[src/rtl/core/pfa_pkg.sv]
// Shared types and constants for the page frame allocator.
// Used by the front, back, top level and checker; depends on nothing.
package pfa_pkg;

	localparam int FRAME_W        = 6;   // frame number field
	localparam int WORDS_W        = 18;  // word count field
	localparam int PAGE_W         = 13;  // page_words register
	localparam int FCNT_W         = 7;   // frame_count register, holds 0..127
	localparam int NEED_W         = 7;   // frames needed, at most 64
	localparam int LIM_W          = FCNT_W + PAGE_W;
	localparam int NUM_W          = PAGE_W + NEED_W - 1;
	localparam int MAP_W          = 2 ** FRAME_W;
	localparam int GRP_SIZE       = 8;
	localparam int GRP_W          = 3;
	localparam int MAX_FRAMES_DEF = 64;
	localparam int QUEUE_DEPTH    = 2;

	localparam int CFG_W          = PAGE_W;
	localparam int REG_IDX_W      = 2;
	localparam logic [REG_IDX_W-1:0] REG_PAGE_WORDS  = 2'd0;
	localparam logic [REG_IDX_W-1:0] REG_FRAME_COUNT = 2'd1;

	localparam logic [PAGE_W-1:0] PAGE_WORDS_RST  = 13'd16;
	localparam logic [FCNT_W-1:0] FRAME_COUNT_RST = 7'd64;

	localparam logic KIND_ALLOC = 1'b0;
	localparam logic KIND_FREE  = 1'b1;

	localparam logic [1:0] ST_OK       = 2'd0;
	localparam logic [1:0] ST_REFUSED  = 2'd1;
	localparam logic [1:0] ST_FREE_OOR = 2'd2;

	typedef enum logic [1:0] {
		CMD_REPORT,
		CMD_FREE,
		CMD_ALLOC
	} cmd_op_t;

	typedef struct packed {
		logic               kind;
		logic [WORDS_W-1:0] word_count;
		logic [FRAME_W-1:0] frame_to_free;
		logic               batch_last;
	} in_item_t;

	typedef struct packed {
		logic [FRAME_W-1:0] frame_number;
		logic               frame_valid;
		logic [1:0]         status;
		logic               last;
	} out_item_t;

	// classified item handed from front to back
	typedef struct packed {
		cmd_op_t            op;
		logic [FRAME_W-1:0] frame;
		logic [1:0]         status;
		logic               last;
		logic [NEED_W-1:0]  need;
	} cmd_t;

endpackage

[src/rtl/core/pfa_fifo.sv]
// Small register queue, used between front and back and at the result side.
// Depends on nothing; WIDTH and DEPTH come from the instantiating module.
module pfa_fifo #(
	parameter int WIDTH = 8,
	parameter int DEPTH = 2
) (
	input  logic             clk,
	input  logic             arst_n,
	input  logic             push,
	output logic             full,
	input  logic [WIDTH-1:0] din,
	input  logic             pop,
	output logic             empty,
	output logic [WIDTH-1:0] dout
);

	localparam int AW = (DEPTH > 1) ? $clog2(DEPTH) : 1;

	logic [WIDTH-1:0] mem_q [DEPTH];
	logic [AW-1:0]    wr_q;
	logic [AW-1:0]    rd_q;
	logic [AW:0]      cnt_q;
	logic             do_push;
	logic             do_pop;

	assign full    = (cnt_q == (AW + 1)'(DEPTH));
	assign empty   = (cnt_q == '0);
	assign do_push = push && !full;
	assign do_pop  = pop && !empty;
	assign dout    = mem_q[rd_q];

	always_ff @(posedge clk) begin
		if (do_push) begin
			mem_q[wr_q] <= din;
		end
	end

	always_ff @(posedge clk or negedge arst_n) begin
		if (!arst_n) begin
			wr_q  <= '0;
			rd_q  <= '0;
			cnt_q <= '0;
		end else begin
			if (do_push) begin
				wr_q <= (wr_q == AW'(DEPTH - 1)) ? '0 : wr_q + 1'b1;
			end
			if (do_pop) begin
				rd_q <= (rd_q == AW'(DEPTH - 1)) ? '0 : rd_q + 1'b1;
			end
			if (do_push && !do_pop) begin
				cnt_q <= cnt_q + 1'b1;
			end else if (do_pop && !do_push) begin
				cnt_q <= cnt_q - 1'b1;
			end
		end
	end

endmodule

[src/rtl/core/pfa_front.sv]
// Front end: accepts items, checks ranges and limits, divides the word
// count into frames. Depends on pfa_pkg.
module pfa_front import pfa_pkg::*; (
	input  logic              clk,
	input  logic              arst_n,
	input  logic              push,
	output logic              full,
	input  in_item_t          item,
	input  logic [PAGE_W-1:0] pg,
	input  logic [FCNT_W-1:0] nf,
	output logic              cmd_push,
	output cmd_t              cmd,
	input  logic              cmd_full
);

	typedef enum logic [1:0] {
		F_IDLE,
		F_DIV,
		F_PUSH
	} fstate_t;

	fstate_t           state_q;
	cmd_t              cmd_q;
	logic [NUM_W-1:0]  num_q;
	logic [NUM_W-1:0]  den_q;
	logic [NEED_W-1:0] quo_q;
	logic [2:0]        step_q;

	logic [LIM_W-1:0]  limit;
	logic              words_over;
	logic              in_range;
	logic              ge;
	logic [NEED_W-1:0] quo_next;

	assign limit      = LIM_W'(nf) * LIM_W'(pg);
	assign words_over = LIM_W'(item.word_count) > limit;
	assign in_range   = FCNT_W'(item.frame_to_free) < nf;
	// restoring division, one quotient bit per cycle, MSB first
	assign ge         = num_q >= den_q;
	assign quo_next   = {quo_q[NEED_W-2:0], ge};

	assign full     = (state_q != F_IDLE);
	assign cmd_push = (state_q == F_PUSH);
	assign cmd      = cmd_q;

	always_ff @(posedge clk or negedge arst_n) begin
		if (!arst_n) begin
			state_q <= F_IDLE;
			step_q  <= '0;
		end else begin
			case (state_q)
				F_IDLE: begin
					if (push) begin
						cmd_q.op     <= CMD_REPORT;
						cmd_q.frame  <= '0;
						cmd_q.status <= ST_OK;
						cmd_q.last   <= item.batch_last;
						cmd_q.need   <= '0;
						state_q      <= F_PUSH;
						if (item.kind == KIND_FREE) begin
							if (in_range) begin
								cmd_q.op    <= CMD_FREE;
								cmd_q.frame <= item.frame_to_free;
							end else begin
								cmd_q.status <= ST_FREE_OOR;
							end
						end else begin
							cmd_q.last <= 1'b1;
							if (words_over) begin
								cmd_q.status <= ST_REFUSED;
							end else if (item.word_count != '0) begin
								cmd_q.op <= CMD_ALLOC;
								num_q    <= NUM_W'(item.word_count) + NUM_W'(pg) - 1'b1;
								den_q    <= {pg, {(NEED_W - 1){1'b0}}};
								quo_q    <= '0;
								step_q   <= '0;
								state_q  <= F_DIV;
							end
						end
					end
				end
				F_DIV: begin
					if (ge) begin
						num_q <= num_q - den_q;
					end
					den_q  <= den_q >> 1;
					quo_q  <= quo_next;
					step_q <= step_q + 1'b1;
					if (step_q == 3'(NEED_W - 1)) begin
						cmd_q.need <= quo_next;
						state_q    <= F_PUSH;
					end
				end
				F_PUSH: begin
					if (!cmd_full) begin
						state_q <= F_IDLE;
					end
				end
				default: begin
					state_q <= F_IDLE;
				end
			endcase
		end
	end

endmodule

[src/rtl/core/pfa_back.sv]
// Back end: owns the free map, counts free frames and claims them first-fit,
// one frame per cycle, stalled on a full result queue. Depends on pfa_pkg.
module pfa_back import pfa_pkg::*; #(
	parameter int MAX_FRAMES = MAX_FRAMES_DEF
) (
	input  logic              clk,
	input  logic              arst_n,
	input  logic              cmd_empty,
	output logic              cmd_pop,
	input  cmd_t              cmd,
	input  logic [FCNT_W-1:0] nf,
	output logic              res_push,
	output out_item_t         res,
	input  logic              res_full
);

	localparam int GROUPS = (MAX_FRAMES + GRP_SIZE - 1) / GRP_SIZE;

	typedef enum logic [1:0] {
		B_IDLE,
		B_COUNT,
		B_GRANT,
		B_EMIT
	} bstate_t;

	logic [MAX_FRAMES-1:0] free_q;
	bstate_t               state_q;
	logic [NEED_W-1:0]     need_q;
	logic [GRP_W-1:0]      grp_q;
	logic [FCNT_W-1:0]     avail_q;
	logic [FRAME_W-1:0]    scan_q;
	logic [NEED_W-1:0]     got_q;
	out_item_t             res_q;

	logic [MAP_W-1:0]      map_pad;
	logic [FRAME_W-1:0]    gidx;
	logic [3:0]            grp_cnt;
	logic [FCNT_W-1:0]     avail_next;
	logic                  hit;
	logic                  last_hit;
	logic                  set_en;
	logic                  clr_en;
	out_item_t             grant;

	assign map_pad = MAP_W'(free_q);

	// free frames below nf within the current group of eight
	always_comb begin
		grp_cnt = '0;
		gidx    = '0;
		for (int j = 0; j < GRP_SIZE; j++) begin
			gidx = {grp_q, 3'(j)};
			if (map_pad[gidx] && (FCNT_W'(gidx) < nf)) begin
				grp_cnt = grp_cnt + 1'b1;
			end
		end
	end

	assign avail_next = avail_q + FCNT_W'(grp_cnt);
	assign hit        = map_pad[scan_q];
	assign last_hit   = (NEED_W'(got_q + 1'b1) == need_q);

	assign grant.frame_number = scan_q;
	assign grant.frame_valid  = 1'b1;
	assign grant.status       = ST_OK;
	assign grant.last         = last_hit;

	assign cmd_pop  = (state_q == B_IDLE) && !cmd_empty;
	assign res_push = (state_q == B_EMIT) || ((state_q == B_GRANT) && hit);
	assign res      = (state_q == B_GRANT) ? grant : res_q;

	assign set_en = cmd_pop && (cmd.op == CMD_FREE);
	assign clr_en = (state_q == B_GRANT) && hit && !res_full;

	always_ff @(posedge clk or negedge arst_n) begin
		if (!arst_n) begin
			free_q <= '1;
		end else begin
			for (int i = 0; i < MAX_FRAMES; i++) begin
				if (set_en && (cmd.frame == FRAME_W'(i))) begin
					free_q[i] <= 1'b1;
				end
				if (clr_en && (scan_q == FRAME_W'(i))) begin
					free_q[i] <= 1'b0;
				end
			end
		end
	end

	always_ff @(posedge clk or negedge arst_n) begin
		if (!arst_n) begin
			state_q <= B_IDLE;
			grp_q   <= '0;
			scan_q  <= '0;
			got_q   <= '0;
			avail_q <= '0;
		end else begin
			case (state_q)
				B_IDLE: begin
					if (!cmd_empty) begin
						need_q             <= cmd.need;
						res_q.frame_number <= cmd.frame;
						res_q.frame_valid  <= (cmd.op == CMD_FREE);
						res_q.status       <= cmd.status;
						res_q.last         <= cmd.last;
						if (cmd.op == CMD_ALLOC) begin
							grp_q   <= '0;
							avail_q <= '0;
							state_q <= B_COUNT;
						end else begin
							state_q <= B_EMIT;
						end
					end
				end
				B_COUNT: begin
					avail_q <= avail_next;
					grp_q   <= grp_q + 1'b1;
					if (grp_q == GRP_W'(GROUPS - 1)) begin
						if (FCNT_W'(need_q) > avail_next) begin
							res_q.frame_number <= '0;
							res_q.frame_valid  <= 1'b0;
							res_q.status       <= ST_REFUSED;
							res_q.last         <= 1'b1;
							state_q            <= B_EMIT;
						end else begin
							scan_q  <= '0;
							got_q   <= '0;
							state_q <= B_GRANT;
						end
					end
				end
				B_GRANT: begin
					// enough free frames exist below nf, so the scan stops in range
					if (hit) begin
						if (!res_full) begin
							got_q  <= got_q + 1'b1;
							scan_q <= scan_q + 1'b1;
							if (last_hit) begin
								state_q <= B_IDLE;
							end
						end
					end else begin
						scan_q <= scan_q + 1'b1;
					end
				end
				B_EMIT: begin
					if (!res_full) begin
						state_q <= B_IDLE;
					end
				end
				default: begin
					state_q <= B_IDLE;
				end
			endcase
		end
	end

endmodule

[src/rtl/core/page_frame_allocator.sv]
// First-fit page frame allocator. The front holds one item at a time, taking
// the next once the last is in the command queue. An alloc runs the front's
// 7-step divider, then a back-end scan of one frame per cycle, stalled on a
// full result queue, to the highest granted frame; the scan bounds throughput.
// Reset: all frames free, page_words 16, frame_count 64, both queues empty.
module page_frame_allocator import pfa_pkg::*; #(
	parameter int MAX_FRAMES = MAX_FRAMES_DEF
) (
	input  logic                 clk,
	input  logic                 arst_n,
	input  logic                 push,
	output logic                 full,
	input  in_item_t             item,
	output logic                 empty,
	input  logic                 pop,
	output out_item_t            result,
	input  logic                 wr_en,
	input  logic [REG_IDX_W-1:0] wr_index,
	input  logic [CFG_W-1:0]     wr_data
);

	logic [PAGE_W-1:0] page_words_q;
	logic [FCNT_W-1:0] frame_count_q;
	logic [PAGE_W-1:0] pg;
	logic [FCNT_W-1:0] nf;

	logic              cmd_push;
	logic              cmd_full;
	logic              cmd_empty;
	logic              cmd_pop;
	cmd_t              cmd_in;
	cmd_t              cmd_out;
	logic              res_push;
	logic              res_full;
	out_item_t         res;

	always_ff @(posedge clk or negedge arst_n) begin
		if (!arst_n) begin
			page_words_q  <= PAGE_WORDS_RST;
			frame_count_q <= FRAME_COUNT_RST;
		end else if (wr_en) begin
			case (wr_index)
				REG_PAGE_WORDS:  page_words_q  <= wr_data;
				REG_FRAME_COUNT: frame_count_q <= wr_data[FCNT_W-1:0];
				default: ;
			endcase
		end
	end

	assign pg = (page_words_q == '0) ? PAGE_W'(1) : page_words_q;
	assign nf = (frame_count_q == '0) ? FCNT_W'(1) :
	            (frame_count_q > FCNT_W'(MAX_FRAMES)) ? FCNT_W'(MAX_FRAMES) : frame_count_q;

	pfa_front u_front (
		.clk      (clk),
		.arst_n   (arst_n),
		.push     (push),
		.full     (full),
		.item     (item),
		.pg       (pg),
		.nf       (nf),
		.cmd_push (cmd_push),
		.cmd      (cmd_in),
		.cmd_full (cmd_full)
	);

	pfa_fifo #(
		.WIDTH ($bits(cmd_t)),
		.DEPTH (QUEUE_DEPTH)
	) u_cmd_q (
		.clk    (clk),
		.arst_n (arst_n),
		.push   (cmd_push),
		.full   (cmd_full),
		.din    (cmd_in),
		.pop    (cmd_pop),
		.empty  (cmd_empty),
		.dout   (cmd_out)
	);

	pfa_back #(
		.MAX_FRAMES (MAX_FRAMES)
	) u_back (
		.clk       (clk),
		.arst_n    (arst_n),
		.cmd_empty (cmd_empty),
		.cmd_pop   (cmd_pop),
		.cmd       (cmd_out),
		.nf        (nf),
		.res_push  (res_push),
		.res       (res),
		.res_full  (res_full)
	);

	pfa_fifo #(
		.WIDTH ($bits(out_item_t)),
		.DEPTH (QUEUE_DEPTH)
	) u_res_q (
		.clk    (clk),
		.arst_n (arst_n),
		.push   (res_push),
		.full   (res_full),
		.din    (res),
		.pop    (pop),
		.empty  (empty),
		.dout   (result)
	);

endmodule

[config.mk]
export PLATFORM = sky130hd
export DESIGN_NAME = page_frame_allocator
export DESIGN_NICKNAME = d
export VERILOG_FILES = /design/src/rtl/core/pfa_pkg.sv /design/src/rtl/core/pfa_fifo.sv /design/src/rtl/core/pfa_front.sv /design/src/rtl/core/pfa_back.sv /design/src/rtl/core/page_frame_allocator.sv
export SDC_FILE = /design/constraint.sdc
export NUM_CORES = 1
export LEC_CHECK = 0
export ABC_AREA = 0
export BUFFER_PORTS_ARGS = -buffer_cell sky130_fd_sc_hd__buf_2
export CAP_MARGIN = 0
export CELL_PAD_IN_SITES_DETAIL_PLACEMENT = 1
export CELL_PAD_IN_SITES_GLOBAL_PLACEMENT = 2
export CORE_ASPECT_RATIO = 2
export CORE_UTILIZATION = 35
export DETAILED_ROUTE_END_ITERATION = 16
export PLACE_DENSITY = 0.78
export SLEW_MARGIN = 20
export SYNTH_ARGS = -nofsm -noshare
export SYNTH_HDL_FRONTEND = slang
export SYNTH_SLANG_ARGS = --single-unit
[constraint.sdc]
create_clock -name clk -period 17.5 [get_ports clk]
set_input_delay 3.5 -clock clk [delete_from_list [all_inputs] [get_ports clk]]
set_output_delay 3.5 -clock clk [all_outputs]
set_load 0.1 [all_outputs]
==> metrics <==
largest net degree at the start of global routing=66; # rows=117; leakage=8.50 nW; unrepaired setup endpoints after global routing=false; Area growth syn-to-layout=10.6%; DR vias/cell=5.44; Final Cell Area=19900 um^2; capturing element type of the critical path=register; vias in the first global route=15200; post-CTS sizing=0; PortBufs=57; most used cell, CP=ha_1; Netlist Area Pre-Place=18000 um^2; Post-synth EDFFs=135; leading area contributor after synthesis=edfxtp_1; clock latency on the worst-skew pair=570 ps; initial drt markers=596; yosys warns=0; non-filler cells, final=2490; clock buffer count from CTS=25; Final Hold Viols=0; Total GRT Usage=0.214; Synth area leaders=edfxtp_1 (22%), ha_1 (10%), dfstp_2 (9.6%), dfrtp_1 (7.8%), fa_1 (6.3%); min-delay worst type=register to register; transition time of the tightest slew-check pin=1110 ps; Max-Cap Viols=0; Slowest cell on crit path=or3_1; Syn Nets=2023; post-synthesis instance total=1774; FF-to-FF End=u_back.got_q[2]; Worst EP required=17960 ps; critical path fanouts, max=25; ant diodes=0; setup slack after layout=8330 ps; share of the yosys chip area belonging to registers=0.399; CTS tree=yes; clk_skew=36.2 ps; placed cell count=2444; post-detail-place hpwl=43.4 mm; outcome=complete, no violations; Final Cycle Share=0.524; Setup TNS=0 ps; routability cong.=0.875; critical path launch point type=register; Bufs on Longest Clock Path=3; antenna violations before repair=4; Post-CTS Setup Bufs=0; grt ovf=0; Worst-path clk slew=70 ps; worst setup path startpoint=frame_count_q[6]; routed wire length per instance=21.9 um; Setup-failing EPs final=0; R2R depth=35; syn_area_per_cell=10.2 um^2; switch share=0.445; # H-tree levels=1; Max VDD drop=0.000154 V; switching power=1.49 mW; die area=52500 um^2; Die Span Y=323 um; setup slack at placement=8280 ps; Comb power frac=0.522; Main synth FF type=edfxtp_1; post-synth top area share=0.225; Worst R2R Start=frame_count_q[6]; Initial Util=0.354; flops & latches, synth=257; max_slew headroom=0.263; Root Driver=clkbuf_16; Setup crit end=u_back.got_q[2]; sequential power share=0.301; Distinct cells, synth=79; FFs w/ async S/R, synth=0.475; clk sinks=257; detailed-route via count=13500; WS Path Type=register to register; First-pass DRT Iterations=5; DRC=0; CP max stage delay=550 ps; PD cells=168 nW/um^2; Reg2Reg Setup Slack=8330 ps; Detail Route Antenna Nets=0; final slew viol count=0; Nets=2066; final wirelength=54.4 mm; Final min period=9170 ps; placed cell areas=19000 um^2; clock power share=0.177; Post-CTS Hold Buffers=0; I/O Pins=58; CORE AREA=50900 um^2; internal power=1.86 mW; Peak Freq=109 MHz; Die X-Extent=162 um; CP arrival=9630 ps; layout cells sized above 1=0.156; first-pass GRT wire length=85.9 mm
[layout by cell type (no fill, tap or decap), types with 39 or more instances in the layout]
master,synthesis,final
edfxtp_1,135,135
dfstp_2,66,66
nand2_1,141,141
o21ai_0,87,87
inv_1,188,188
nor2_1,145,141
buf_2,6,56
fa_1,57,57
ha_1,146,146
dfrtp_1,56,56
a21oi_1,171,171
xnor2_1,39,39
xor2_1,40,40
[stage by stage]
| step | hold WS, ps | power, mW | util |
|---|---|---|---|
| after CTS | 450 | 3.38 | 0.391 |
| after detailed placement | 433 | 2.77 | 0.374 |
| final | 450 | 3.34 | 0.391 |
| after floorplan | 421 | 2.25 | - |
| after global routing | 452 | 3.59 | 0.391 |
| after global placement | 422 | 2.70 | 0.374 |
[worst max-delay path, delay by kind of cell, from the launching register on]
kind                     cells  cell delay, ps
buffers and inverters        3             640
AND/OR/NAND/NOR              9            2190
AO/OA/AOI/OAI               11            2410
flip-flops                   1             510
XOR/XNOR                     3             700
multiplexers                 2             530
adder cells (fa/ha/maj)      7            2090
[power by group through the flow]
stage                     clock (mW)  combinational (mW)  sequential [mW]
after floorplan                    0                1.32            0.926
after global placement             0                1.70             1.01
after detailed placement           0                1.76             1.02
after CTS                      0.604                1.77             1.01
after global routing           0.620                1.95             1.02
final                          0.593                1.75             1.01
[sequential cells by signal, indices dropped and copies added (netlist names), 10 cells and up]
register,flops
u_front.cmd,18
u_cmd_q.mem_q,36
u_back.res_q,10
u_front.num_q,19
u_res_q.mem_q,20
page_words_q,13
u_back.free_q,64
u_front.den_q,19
[per-layer routing]
| metal | vias up | track usage | wire length [um] |
|---|---|---|---|
| met5 | - | 0 | 33 |
| met4 | 6 | 0.117 | 3010 |
| met3 | 137 | 0.0187 | 1610 |
| met2 | 277 | 0.433 | 31600 |
| met1 | 6816 | 0.207 | 18200 |
| li1 | 6305 | - | - |
[worst min-delay path by stage]
stage                         startpoint             endpoint  depth (start not counted)
after floorplan           u_front.cmd[0]  u_cmd_q.mem_q[0][0]                          0
after global placement    u_front.cmd[2]  u_cmd_q.mem_q[0][2]                          0
after detailed placement  u_front.cmd[7]  u_cmd_q.mem_q[1][7]                          0
after CTS                 u_front.cmd[7]  u_cmd_q.mem_q[1][7]                          0
after global routing      u_front.cmd[6]  u_cmd_q.mem_q[1][6]                          0
final                     u_front.cmd[7]  u_cmd_q.mem_q[1][7]                          0
[synthesized netlist by cell type (all sizes together) (6+ instances only)]
cell type / count
inv: 191
a21oi: 180
ha: 146
nor2: 145
nand2: 141
edfxtp: 135
o21ai: 89
dfstp: 66
fa: 57
dfrtp: 56
clkbuf: 42
xor2: 42
xnor2: 39
mux4: 37
and2: 35
nand3: 35
mux2: 32
nor3: 30
nor2b: 25
mux2i: 22
nand2b: 21
a21o: 20
and3: 15
buf: 14
nor4: 14
o21a: 14
a31oi: 13
clkinv: 8
a211oi: 7
nand3b: 7
nand4: 7
o21bai: 6
o31ai: 6
or3: 6
[cells by family after synthesis]
group                      after synthesis  synth area share
and+or+nand+nor                        493             0.129
DFF                                    257             0.399
muxes                                   91            0.0784
buffers and inverters                  255            0.0553
AOI/OAI and AO/OA                      393             0.132
xor gates and xnor gates                82            0.0414
adders and majority gates              203             0.165
[cell type report]
cell class              count  area (um^2)
fillers                  5820        31000
multi-input cells        1262         9880
flip-flops and latches    257         7190
well taps                 654          818
clock buffers              36          769
inverters                 199          749
repair buffers             72          400
clock inverters            10          135
(Power assumes the default switching activity.)
